### src/rtl/rau_pkg.sv
// Shared types and codes for the rational arithmetic unit.
// No dependencies; used by every module of the block.
`default_nettype none
package rau_pkg;

  localparam logic [2:0] OP_ADD = 3'd0;
  localparam logic [2:0] OP_SUB = 3'd1;
  localparam logic [2:0] OP_MUL = 3'd2;
  localparam logic [2:0] OP_DIV = 3'd3;

  localparam logic [1:0] ST_OK   = 2'd0;
  localparam logic [1:0] ST_ZDEN = 2'd1;
  localparam logic [1:0] ST_OVF  = 2'd2;

  typedef enum logic [3:0] {
    S_IDLE, S_MUL_L, S_MUL_R, S_MUL_T, S_MUL_S, S_FORM, S_SIGN,
    S_GCD, S_DIVS, S_DIVT, S_FIN
  } state_t;

  typedef enum logic [1:0] {
    MS_LHS, MS_RHS, MS_T, MS_S
  } mul_sel_t;

  typedef struct packed {
    logic     load;
    logic     mul_en;
    mul_sel_t mul_sel;
    logic     form;
    logic     sign;
    logic     gcd_step;
    logic     gcd_fin;
    logic     div_step;
    logic     div_end_s;
    logic     div_end_t;
    logic     out_load;
  } cmd_t;

  typedef struct packed {
    logic arith;
    logic zs;
    logic zt;
    logic gcd_done;
    logic div_last;
    logic out_free;
  } sts_t;

endpackage
`default_nettype wire

### src/rtl/rau_ctrl.sv
// Controller: sequences multiplier passes, gcd and the two divisions.
// Depends on rau_pkg.
`default_nettype none
module rau_ctrl (
  input  wire logic          clk,
  input  wire logic          rst_n,
  input  wire logic          in_valid,
  output logic               in_ready,
  input  wire rau_pkg::sts_t sts,
  output rau_pkg::cmd_t      cmd
);

  rau_pkg::state_t state_r, state_nxt;

  always_ff @(posedge clk) begin
    if (!rst_n) state_r <= rau_pkg::S_IDLE;
    else        state_r <= state_nxt;
  end

  always_comb begin
    state_nxt = state_r;
    unique case (state_r)
      rau_pkg::S_IDLE:  if (in_valid) state_nxt = rau_pkg::S_MUL_L;
      rau_pkg::S_MUL_L: state_nxt = rau_pkg::S_MUL_R;
      rau_pkg::S_MUL_R: state_nxt = rau_pkg::S_MUL_T;
      rau_pkg::S_MUL_T: state_nxt = rau_pkg::S_MUL_S;
      rau_pkg::S_MUL_S: state_nxt = rau_pkg::S_FORM;
      rau_pkg::S_FORM:  state_nxt = sts.arith ? rau_pkg::S_SIGN : rau_pkg::S_FIN;
      rau_pkg::S_SIGN:  state_nxt = (sts.zs || sts.zt) ? rau_pkg::S_FIN : rau_pkg::S_GCD;
      rau_pkg::S_GCD:   if (sts.gcd_done) state_nxt = rau_pkg::S_DIVS;
      rau_pkg::S_DIVS:  if (sts.div_last) state_nxt = rau_pkg::S_DIVT;
      rau_pkg::S_DIVT:  if (sts.div_last) state_nxt = rau_pkg::S_FIN;
      rau_pkg::S_FIN:   if (sts.out_free) state_nxt = rau_pkg::S_IDLE;
      default:          state_nxt = rau_pkg::S_IDLE;
    endcase
  end

  always_comb begin
    cmd      = '0;
    in_ready = 1'b0;
    unique case (state_r)
      rau_pkg::S_IDLE: begin
        in_ready = 1'b1;
        cmd.load = in_valid;
      end
      rau_pkg::S_MUL_L: begin cmd.mul_en = 1'b1; cmd.mul_sel = rau_pkg::MS_LHS; end
      rau_pkg::S_MUL_R: begin cmd.mul_en = 1'b1; cmd.mul_sel = rau_pkg::MS_RHS; end
      rau_pkg::S_MUL_T: begin cmd.mul_en = 1'b1; cmd.mul_sel = rau_pkg::MS_T; end
      rau_pkg::S_MUL_S: begin cmd.mul_en = 1'b1; cmd.mul_sel = rau_pkg::MS_S; end
      rau_pkg::S_FORM:  cmd.form = 1'b1;
      rau_pkg::S_SIGN:  cmd.sign = 1'b1;
      rau_pkg::S_GCD: begin
        cmd.gcd_step = !sts.gcd_done;
        cmd.gcd_fin  = sts.gcd_done;
      end
      rau_pkg::S_DIVS: begin
        cmd.div_step  = 1'b1;
        cmd.div_end_s = sts.div_last;
      end
      rau_pkg::S_DIVT: begin
        cmd.div_step  = 1'b1;
        cmd.div_end_t = sts.div_last;
      end
      rau_pkg::S_FIN:   cmd.out_load = sts.out_free;
      default: ;
    endcase
  end

endmodule
`default_nettype wire

### config.mk
export PLATFORM = sky130hd
export DESIGN_NAME = rau_ctrl
export DESIGN_NICKNAME = d
export VERILOG_FILES = /design/src/rtl/rau_pkg.sv /design/src/rtl/rau_ctrl.sv
export SDC_FILE = /design/constraint.sdc
export NUM_CORES = 1
export LEC_CHECK = 0
export BUFFER_PORTS_ARGS = -buffer_cell sky130_fd_sc_hd__buf_2
export CAP_MARGIN = 15
export CORE_AREA = 5 5 42 44
export CTS_BUF_LIST = sky130_fd_sc_hd__clkbuf_4
export CTS_CLUSTER_SIZE = 40
export DETAILED_ROUTE_END_ITERATION = 7
export DIE_AREA = 0 0 47 49
export PLACE_DENSITY_LB_ADDON = 0.2
export REMOVE_ABC_BUFFERS = 1
export SLEW_MARGIN = 20
export SYNTH_ARGS = -nofsm -noshare
export SYNTH_HDL_FRONTEND = slang
export SYNTH_SLANG_ARGS = --single-unit
### constraint.sdc
create_clock -name clk -period 1.2 [get_ports clk]
set_input_delay 0.12 -clock clk [delete_from_list [all_inputs] [get_ports clk]]
set_output_delay 0.12 -clock clk [all_outputs]
set_load 0.02 [all_outputs]
==> results of run 1 <==
==> final cells by class <==
| type | count | share of cell area [%] |
|---|---|---|
| multi-input cells | 50 | 43.0 |
| inverters | 4 | 1.65 |
| clock buffers | 3 | 2.13 |
| flip-flops and latches | 4 | 8.97 |
| well taps | 16 | 1.89 |
| repair buffers | 51 | 42.4 |
==> repair_timing <==
| action | 4_1_cts | 5_1_grt |
|---|---|---|
| endpoints found under the setup margin | 17 | 17 |
| buffers inserted | 15 | 3 |
| gates resized for setup | 63 | 17 |
| pin swaps | 17 | 9 |
==> metrics by stage <==
step,cells,setup slack (ns)
2_1_floorplan,58,-0.512
3_3_place_gp,113,-0.153
3_5_place_dp,113,-0.178
4_1_cts,127,-0.275
5_1_grt,128,-0.286
6_report,128,-0.216
==> layer usage <==
metal / vias up / global-route usage [%] / wire length (µm) / part of all wire, %
li1: 334 / - / - / -
met1: 332 / 20.2 / 763 / 37
met2: 29 / 33.3 / 1130 / 55
met3: 6 / 6.64 / 102 / 5.0
met4: 0 / 8.29 / 58 / 2.8
met5: - / 0 / 0 / 0
==> power groups by stage <==
stage | Clock, µW | Sequential [µW] | Combinational, µW
3_5_place_dp | 0 | 199 | 587
2_1_floorplan | 0 | 228 | 263
6_report | 179 | 232 | 998
5_1_grt | 199 | 238 | 1070
4_1_cts | 184 | 226 | 883
3_3_place_gp | 0 | 198 | 582
==> synthesized netlist by cell type (all sizes together) (2+ instances only) <==
cell    instances  area share, %
or4             2            3.7
and3            2            3.1
nor3b           2            3.7
o21ai           2            2.5
inv             4            3.7
nor2            6            5.5
and2            2            3.1
nand3           3            3.7
buf             3            3.7
xnor2           2            4.3
nor4            2            3.1
dfxtp           4             20
nand2           4            3.7
nor3            7            8.6
a21oi           5            6.1
o211ai          2            3.7
==> cell usage in the layout, fill, tap and decap left out, types with 3 or more instances in the layout <==
cell      instances
a21oi_2           3
buf_2             8
buf_4            20
buf_6            23
clkbuf_4          3
dfxtp_4           4
inv_1             3
nor2_1            3
nor2_4            3
nor3_2            3
nor3_4            4
==> worst max path at each step <==
stage	startpoint	end	slack (ns)	cells past startpoint
after floorplan	state_r[1]$_SDFFE_PN0P_	cmd[11]	-0.51	2
after global placement	state_r[2]$_SDFFE_PN0P_	state_r[0]$_SDFFE_PN0P_	-0.15	4
after detailed placement	state_r[1]$_SDFFE_PN0P_	state_r[0]$_SDFFE_PN0P_	-0.18	4
after CTS	state_r[0]$_SDFFE_PN0P_	cmd[11]	-0.27	5
after global routing	state_r[2]$_SDFFE_PN0P_	cmd[4]	-0.29	5
final	state_r[2]$_SDFFE_PN0P_	cmd[5]	-0.22	5
==> cells by family after synthesis <==
| family | share of synthesized area, % |
|---|---|
| flip-flops | 19.6 |
| AO/OA/AOI/OAI | 20.6 |
| XOR/XNOR | 4.30 |
| buffers and inverters | 8.28 |
| AND/OR/NAND/NOR | 47.2 |
==> impl_metrics.tcl, run 1 <==
set metrics [dict create \
    status "finished, violations left" \
    failed_checks "negative setup slack" \
    crit_path_cell_trace "buf_6 -> nand3b_1 -> buf_6 -> nor3_2 -> buf_4" \
    cts_tree "yes" \
    synth_cells 62 \
    placedInstanceArea_um2 649 \
    worstPathMaxFanout 8 \
    routedWlPerCell_um 16.1 \
    p_clk_share_pct 12.7 \
    fill_cells 100 \
    die_area_um2 2300 \
    setup_viol_count_final 17 \
    p_sw_share_pct 42.0 \
    maxCapViolCount 0 \
    powerDensity_nw_per_um2 1330 \
    drc 0 \
    cts-root-buf "clkbuf_4" \
    holdPathEnd "state_r[2]$_SDFFE_PN0P_" \
    leakage_uw 0.000455 \
    clock_sinks 4 \
    ys_seq_area_share_pct 19.6 \
    peakVddDrop_v 0.00118 \
    startpoint_type "flip-flop" \
    clk_pin_slew_ns 0.04 \
    critical_path_class "reg2out" \
    cpMostUsedCell "buf_6" \
    first_pass_iters 4 \
    ant_nets 0 \
    io_pins 22 \
    ys_types 26 \
    yosysWarnings 0 \
    syn_area_per_cell_um2 6.58 \
    ys_async_sr_fraction_pct 0 \
    switchingPower_uw 592 \
    num-nets-final 123 \
    cp_top_family "buffers and inverters" \
    synth_area_um2 408 \
    largest_reg_flops 4 \
    r2r_slack_ns -0.20 \
    ys.flop_type "dfxtp_1" \
    rows 14 \
    fmaxAchievable_mhz 706 \
    grt_pass1_vias 726 \
    grt_max_degree 9 \
    clock_skew_ns 0.00306 \
    r2r_start "state_r[1]$_SDFFE_PN0P_" \
    viasPerCell 5.48 \
    slew_headroom_pct 80.3 \
    coreArea_um2 1400 \
    route.vias.total 701 \
    register_area_um2 95.1 \
    multi_input_area_um2 455 \
    fin_area_um2 1060 \
    drtIter0Drc 23 \
    worst_slack_ns -0.216 \
    p_int_uw 817 \
    routed_wl_um 2060 \
    p_seq_share_pct 16.5 \
    min_path_type "in2reg" \
    dp_hpwl_um 1100 \
    worstPathRequired_ns 1.08 \
    portBuffers 21 \
    fin_util_pct 75.6 \
    clk_path_buf_depth 2 \
    cp-end-kind "output pin" \
    rsz0062_at_grt "yes" \
    largest-register "state_r" \
    initial_core_util_pct 29.1 \
    fin_crit_sh_pct 118 \
    critPathBufInv 3 \
    fin_setup_tns_ns -2.53 \
    combPwrFrac_pct 70.8 \
    grt_pass1_wl_um 3240 \
    worst_skew_pair.late_latency_ns 0.25 \
    antenna_found_initial 0 \
    post-route-min-period_ns 1.42 \
    cts_made_buffers 3 \
    final_hold_viol_count 0 \
    grt_overflow_total 0 \
    top_regs "state_r x4" \
    holdPathStages 2 \
    fin_hold_ws_ns 0.154 \
    reg2regPathDepth 4 \
    dieHeight_um 49 \
    ys_ff_latch 4 \
    post_route_cells_drive_above_1_share_pct 74.1 \
    die_w_um 47 \
    slowest_delay_ns 0.41 \
    arrival_ns 1.30 \
    num_antenna_cells 0 \
    h-tree-depth 1 \
    worstMarginPinSlew_ns 0.292 \
    syn_to_final_growth_pct 160 \
    p_total_uw 1410 \
    cp_slowest_cell "dfxtp_4" \
    regToRegEndpoint "state_r[0]$_SDFFE_PN0P_" \
    finalMaxSlewViolations 0 \
    gp_congestion 0.807 \
    grt_use_total_pct 19.4 \
    synth-edff-count 0 \
    hold_start "rst_n" \
    holdBufCountCts 0 \
]
Power figures use the tool's default switching activity.
==> inputs of run 2 (changes only) <==
--- a/config.mk
+++ b/config.mk
@@ -12,7 +12,7 @@
 export CTS_CLUSTER_SIZE = 40
 export DETAILED_ROUTE_END_ITERATION = 7
 export DIE_AREA = 0 0 47 49
-export PLACE_DENSITY_LB_ADDON = 0.2
+export PLACE_DENSITY = 0.68
 export REMOVE_ABC_BUFFERS = 1
 export SLEW_MARGIN = 20
 export SYNTH_ARGS = -nofsm -noshare
==> run 2 against run 1 <==
The flow still finishes with violations (negative setup slack). Largest power group unchanged. Routed wire length decreased by 14%. Worst hold slack better by 0.015 ns. Register-to-register slack worse by 0.04 ns. Largest cell class unchanged.
==> impl_metrics.tcl, run 2 (synthesized netlist as in run 1, its figures left out) <==
set metrics [dict create \
    startpoint_type "flip-flop" \
    setup_viol_count_final 17 \
    fin_crit_sh_pct 120 \
    failed_checks "negative setup slack" \
    maxCapViolCount 0 \
    h-tree-depth 1 \
    worstMarginPinSlew_ns 0.319 \
    multi_input_area_um2 433 \
    final_hold_viol_count 0 \
    largest-register "state_r" \
    p_seq_share_pct 16.4 \
    met2_length_um 959 \
    holdBufCountCts 0 \
    powerDensity_nw_per_um2 1320 \
    layout_common_cells "buf_4 (24), buf_6 (18), buf_2 (9)" \
    post-place-ws_ns -0.164 \
    io_pins 22 \
    num_antenna_cells 0 \
    top_regs "state_r x4" \
    finalMaxSlewViolations 0 \
    routedWlPerCell_um 13.8 \
    first_pass_iters 4 \
    combPwrFrac_pct 70.8 \
    leakage_uw 0.000461 \
    final_common_cell "buf_4" \
    dp_hpwl_um 1070 \
    worst_slack_ns -0.244 \
    arrival_ns 1.56 \
    cp-end-kind "flip-flop" \
    portBuffers 21 \
    drtIter0Drc 24 \
    cts-root-buf "clkbuf_4" \
    grt_overflow_total 0 \
    grt_max_degree 9 \
    worstPathRequired_ns 1.32 \
    rsz0062_at_grt "yes" \
    die_area_um2 2300 \
    viasPerCell 5.34 \
    grt_pass1_vias 706 \
    grt_pass1_wl_um 2850 \
    routed_wl_um 1770 \
    p_sw_share_pct 41.2 \
    post_route_cells_drive_above_1_share_pct 72.3 \
    fmaxAchievable_mhz 693 \
    peakVddDrop_v 0.000795 \
    register_area_um2 95.1 \
    p_int_uw 794 \
    dieHeight_um 49 \
    num-nets-final 123 \
    grt_use_total_pct 16.8 \
    critical_path_class "reg2reg" \
    post-route-min-period_ns 1.44 \
    worst_skew_pair.late_latency_ns 0.24 \
    clk_path_buf_depth 2 \
    fill_cells 98 \
    clk_pin_slew_ns 0.04 \
    cts_made_buffers 3 \
    slew_headroom_pct 78.7 \
    route.vias.total 683 \
    ant_nets 0 \
    routed-wl-met3_um 125 \
    worstPathMaxFanout 4 \
    wl_met1_um 657 \
    min_path_type "in2reg" \
    clock_skew_ns 0.00923 \
    initial_core_util_pct 29.1 \
    clock_sinks 4 \
    drc 0 \
    switchingPower_uw 555 \
    coreArea_um2 1400 \
    status "finished, violations left" \
    gp_congestion 0.811 \
    fin_setup_tns_ns -2.53 \
    syn_to_final_growth_pct 150 \
    largest_reg_flops 4 \
    cts_tree "yes" \
    p_clk_share_pct 12.8 \
    rows 14 \
    highest_layer "met4" \
    die_w_um 47 \
    antenna_found_initial 0 \
]
run 2: routing by layer:
layer | GRT usage [%] | up-vias
met5 | 0 | -
met4 | 12.0 | 0
met3 | 0.738 | 4
met2 | 29.4 | 37
met1 | 17.7 | 317
li1 | - | 325
run 2: path summary, 6_finish.rpt:
check / from / endpoint / slack [ns] / cells after the start
worst max-delay path: state_r[0]$_SDFFE_PN0P_ / state_r[0]$_SDFFE_PN0P_ / -0.24 / 5
worst min-delay path: rst_n / state_r[2]$_SDFFE_PN0P_ / 0.17 / 2
worst max register to register: state_r[0]$_SDFFE_PN0P_ / state_r[0]$_SDFFE_PN0P_ / -0.24 / 5
worst min register to register: state_r[2]$_SDFFE_PN0P_ / state_r[1]$_SDFFE_PN0P_ / 0.74 / 4
run 2: what timing repair did:
item	4_1_cts	5_1_grt
pin swaps	11	8
cloned	0	0
resized for setup	55	14
setup buffers	8	4
endpoints found under the setup margin	17	17
run 2: power by group through the flow:
stage	clock [µW]	sequential (µW)	combinational, µW
6_report	172	221	956
5_1_grt	188	225	1030
4_1_cts	182	218	865
3_5_place_dp	0	204	600
3_3_place_gp	0	200	597
2_1_floorplan	0	228	263
run 2: final cells by class:
cell class,instances,area share [%]
sequential,4,9.34
multi-input combinational,50,42.5
clock buffer,3,2.21
inverter,4,1.97
tap,16,1.97
timing repair buffer,51,42.0
run 2: stage by stage:
step / instances / power [µW] / hold slack, ns / cell area (µm²) / util, %
after floorplan: 58 / 491 / 0.228 / 389 / -
after global placement: 113 / 797 / 0.412 / 649 / 46.3
after detailed placement: 113 / 805 / 0.418 / 649 / 46.3
after CTS: 124 / 1270 / 0.149 / 931 / 66.4
after global routing: 128 / 1440 / 0.165 / 1020 / 72.7
final: 128 / 1350 / 0.168 / 1020 / 72.7
run 2: worst max-delay path, cell delays in order, from the launching register on:
cell	delay, ns
dfxtp_4	0.35
buf_4	0.14
or4_1	0.49
a21oi_2	0.17
or4_1	0.13
nand2_1	0.05
